[config.mk]
export PLATFORM = sky130hd
export DESIGN_NAME = tri3_sqrt_cell
export DESIGN_NICKNAME = d
export VERILOG_FILES = /design/src/hdl/tri3_pkg.sv /design/src/hdl/tri3_sqrt_cell.sv
export SDC_FILE = /design/constraint.sdc
export NUM_CORES = 1
export LEC_CHECK = 0
export BUFFER_PORTS_ARGS = -buffer_cell sky130_fd_sc_hd__buf_2
export CAP_MARGIN = 20
export CORE_ASPECT_RATIO = 0.5
export CORE_MARGIN = 10
export CORE_UTILIZATION = 45
export CTS_CLUSTER_SIZE = 8
export DETAILED_ROUTE_END_ITERATION = 10
export HOLD_SLACK_MARGIN = 0.12
export PLACE_DENSITY = 0.75
export SLEW_MARGIN = 20
export SYNTH_ARGS = -nofsm -noshare
export SYNTH_HDL_FRONTEND = slang
export SYNTH_SLANG_ARGS = --single-unit
[constraint.sdc]
create_clock -name clk -period 5.1 [get_ports clk]
set_input_delay 0.765 -clock clk [delete_from_list [all_inputs] [get_ports clk]]
set_output_delay 0.765 -clock clk [all_outputs]
set_load 0.01 [all_outputs]
[src/hdl/tri3_pkg.sv]
// Shared widths and payload types for the 3D triangle area unit.
`default_nettype none

package tri3_pkg;

	// Input coordinate and intermediate widths
	localparam int COORD_W = 16;
	localparam int EDGE_W  = COORD_W + 1;
	localparam int PROD_W  = 2 * EDGE_W;
	localparam int CROSS_W = PROD_W + 1;
	localparam int MAG_W   = CROSS_W - 1;
	localparam int HALF_W  = MAG_W / 2;
	localparam int SQ_W    = 2 * MAG_W;
	localparam int SUM_W   = SQ_W + 2;

	// Square root chain: one root bit per cell
	localparam int ROOT_W  = SUM_W / 2;
	localparam int REM_W   = ROOT_W + 2;

	// Result width
	localparam int AREA_W  = 33;

	// Cross product magnitudes, one per axis (x, y, z)
	typedef logic [2:0][MAG_W-1:0] tri3_vec_t;

	// Payload handed from one root cell to the next
	typedef struct packed {
		logic [SUM_W-1:0]  rad;
		logic [REM_W-1:0]  rem;
		logic [ROOT_W-1:0] root;
	} tri3_sqrt_t;

endpackage

`default_nettype wire

[src/hdl/tri3_sqrt_cell.sv]
// One cell of the square root chain: settles one root bit per item.
`default_nettype none

module tri3_sqrt_cell (
	input  wire                   clk,
	input  wire                   arst_n,
	input  wire                   in_valid,
	output logic                  in_ready,
	input  tri3_pkg::tri3_sqrt_t  in_data,
	output logic                  out_valid,
	input  wire                   out_ready,
	output tri3_pkg::tri3_sqrt_t  out_data
);
	import tri3_pkg::*;

	logic             valid_q;
	tri3_sqrt_t       data_q;
	logic [REM_W-1:0] cur;
	logic [REM_W-1:0] trial;
	logic [REM_W:0]   diff;
	logic             take;

	assign in_ready = !valid_q || out_ready;

	// Bring down two radicand bits and try root*4 + 1
	assign cur   = {in_data.rem[REM_W-3:0], in_data.rad[SUM_W-1 -: 2]};
	assign trial = {in_data.root, 2'b01};
	assign diff  = {1'b0, cur} - {1'b0, trial};
	assign take  = !diff[REM_W];

	always_ff @(posedge clk or negedge arst_n) begin
		if (!arst_n) begin
			valid_q <= 1'b0;
		end else if (in_ready) begin
			valid_q <= in_valid;
		end
	end

	always_ff @(posedge clk) begin
		if (in_ready && in_valid) begin
			data_q.rad  <= {in_data.rad[SUM_W-3:0], 2'b00};
			data_q.rem  <= take ? diff[REM_W-1:0] : cur;
			data_q.root <= {in_data.root[ROOT_W-2:0], take};
		end
	end

	assign out_valid = valid_q;
	assign out_data  = data_q;

endmodule

`default_nettype wire

==> impl_metrics.yaml <==
finish:
  drive_above_1_share_pct: 38.3
  design_area_mm2: 0.00898
  fillCellCount: 1228
  fin_cells: 1057
  area_delta_synth_final_pct: 32.3
  final_nets: 1027
  fin_util_pct: 61.4
global_routing:
  top_usage_layer: "met2"
  grt_pass1_wl_um: 29600
  grt_max_degree: 50
  grtUsageMet2_pct: 33.4
  grt_usage_pct: 18.0
  grt_pass1_vias: 5442
  grt-ovfl-total: 0
  grtUsageMet1_pct: 20.1
  met3_usage_pct: 4.60
  grt_antenna_before_repair: 1
synthesis:
  synth_common_cells: "140 x edfxtp_1, 63 x nand2_1, 60 x o21ai_0"
  ys_seq_elements: 141
  synth.most_common_cell: "edfxtp_1"
  ys_seq_area_share_pct: 62.3
  ys_warn_count: 0
  synth_top_area_share_pct: 61.9
  syn-cell-area_mm2: 0.00679
  ys_types: 56
  syn_area_per_cell_um2: 12.2
  async_reset_ff_share_pct: 0.709
  synth_area_leaders: "edfxtp_1 62%, ha_1 6.6%, o21ai_0 4.4%"
  postSynthCellCount: 555
  ys.flop_type: "edfxtp_1"
  synth_edf_count: 140
  synth_top_area_cell: "edfxtp_1"
sta:
  slew_headroom_pct: 56.7
  period_minus_slack_ns: 3.30
  grt_setup_unrepaired: "no"
  tightest_slew_ns: 0.649
  maxSlewViolCount: 0
  finalHoldViolations: 0
  final.setup.tns_ns: 0
  holdWs_ns: 0.515
  min_period_over_period_pct: 64.7
  fmax_mhz: 303
  setup_ws_ns: 1.80
  fin_skew_ns: 0.00889
  finalSetupViolCount: 0
detailed_routing:
  wl_per_cell_um: 18.5
  drc: 0
  first_pass_iters: 4
  vias: 5360
  ant_nets: 0
  via_per_inst: 5.07
  drt_iter0_drc: 313
  routed_wl_um: 19500
clock_network:
  cts_buffer_depth: 2
  cts_tree: "built"
  htree_levels: 4
  cts_sinks: 141
  cts_buffers: 17
  clock-root-buffer: "clkbuf_16"
  clkTransAtPathRegs_ns: 0.07
  clock_latency_ns: 0.42
die:
  die_h_um: 107
  start_util_pct: 46.4
  core_area_mm2: 0.0146
  placementRows: 31
  dieArea_mm2: 0.0207
  die_w_um: 194
  io-pin-count: 290
place:
  gp_congestion: 0.871
  placed_area_mm2: 0.00840
  hpwl_um: 15500
  place_inst: 1023
  pre_cts_ws_ns: 1.41
  numPortBuffers: 285
power:
  power_density_mw_per_mm2: 350
  ir_drop_mv: 0.214
  finalPower_mw: 3.15
  p_leak_nw: 3.99
outcome:
  status: "finished, final reports clean"
setup_path:
  startpoint_type: "input pin"
  cp.required_ns: 5.27
  crit_fanout: 32
  critical_path_class: "in2reg"
  cp-end-kind: "flop"
  ff2ff_path_depth: 3
  arrival_ns: 3.47
hold_path:
  holdCritPathClass: "in2reg"
  min_delay_path_depth: 1
job:
  cap_violations: 0
flip-flops by register name, indices dropped and copies added, names as in the netlist:
name and cells:
out_valid 1, out_data 140
path summary, 6_finish.rpt:
kind                       slack, ns                  start                      end
min                             0.52           in_data[130]  out_data[132]$_DFFE_PP_
max reg2reg                     3.04  out_valid$_DFFE_PN0N_   out_data[59]$_DFFE_PP_
max                             1.80            in_data[18]   out_data[62]$_DFFE_PP_
min in group asynchronous       0.66                 arst_n    out_valid$_DFFE_PN0N_
max in group asynchronous       4.36                 arst_n    out_valid$_DFFE_PN0N_
min reg2reg                     0.56  out_valid$_DFFE_PN0N_    out_valid$_DFFE_PN0N_
power by group:
| part | internal (mW) | switching, mW | leakage (nW) | total (mW) |
|---|---|---|---|---|
| Combinational | 0.221 | 0.325 | 2.37 | 0.546 |
| Sequential | 1.38 | 0.0167 | 1.35 | 1.39 |
| Clock | 0.651 | 0.554 | 0.280 | 1.21 |
| Total | 2.25 | 0.896 | 3.99 | 3.15 |
layout by cell type (no fill, tap or decap), types with 3 or more instances in the layout:
cell       instances
nor3_1             7
o21bai_1           4
nor2_1            17
nand3_1            6
xor2_1            12
nor2b_1            3
buf_2            285
inv_6              6
nand2_1           63
or3_1              4
clkbuf_16         17
o211ai_1           3
nand2b_1           7
o21a_1             9
ha_1              36
nand4_1            6
o21ai_0           60
a41oi_1            3
o31ai_1            5
a21o_1             9
inv_1             46
a21oi_1           37
xnor2_1           16
edfxtp_1         140
and3_1             4
buf_4              4
inv_8              5
worst max-delay path, cell delays in order:
cell and delay (ns):
buf_2 0.09, inv_1 0.04, ha_1 0.41, nand2_1 0.12, nor4_2 0.35, and3_1 0.22
o211ai_2 0.19, a2111oi_4 0.49, o32ai_4 0.12, buf_4 0.24, o41a_1 0.43
layout make-up:
class	instances	area, um2	area share [%]
multi-input cells	349	2290	25.5
clock buffers	17	425	4.74
well taps	198	248	2.76
repair buffers	290	1470	16.3
inverters	46	173	1.92
flip-flops and latches	141	4230	47.1
clock inverters	15	145	1.62
diodes	1	2.50	0.0279
layer usage:
metal | wire length, um | vias to the layer above | share of wire (%)
met5 | 0 | - | 0
met4 | 286 | 0 | 1.5
met3 | 1240 | 23 | 6.3
met2 | 10300 | 171 | 53
met1 | 7710 | 2527 | 39
li1 | - | 2639 | -
what timing repair did:
item | CTS | global route
setup buffers | 0 | 0
hold buffers | 1 | 0
setup endpoints to repair | 0 | 0
gates resized for setup | 0 | 0
endpoints found under the hold margin | 1 | 0
logic make-up after synthesis:
| group | after synthesis | synth area share, % |
|---|---|---|
| AOI/OAI and AO/OA | 155 | 14.5 |
| xor gates and xnor gates | 28 | 3.61 |
| adders and majority gates | 36 | 6.63 |
| buffers and inverters | 66 | 4.00 |
| DFF | 141 | 62.3 |
| muxes | 1 | 0.147 |
| other | 1 | 0.0552 |
| and+or+nand+nor | 127 | 8.74 |
Note: power is estimated with default switching activity, not from simulation.
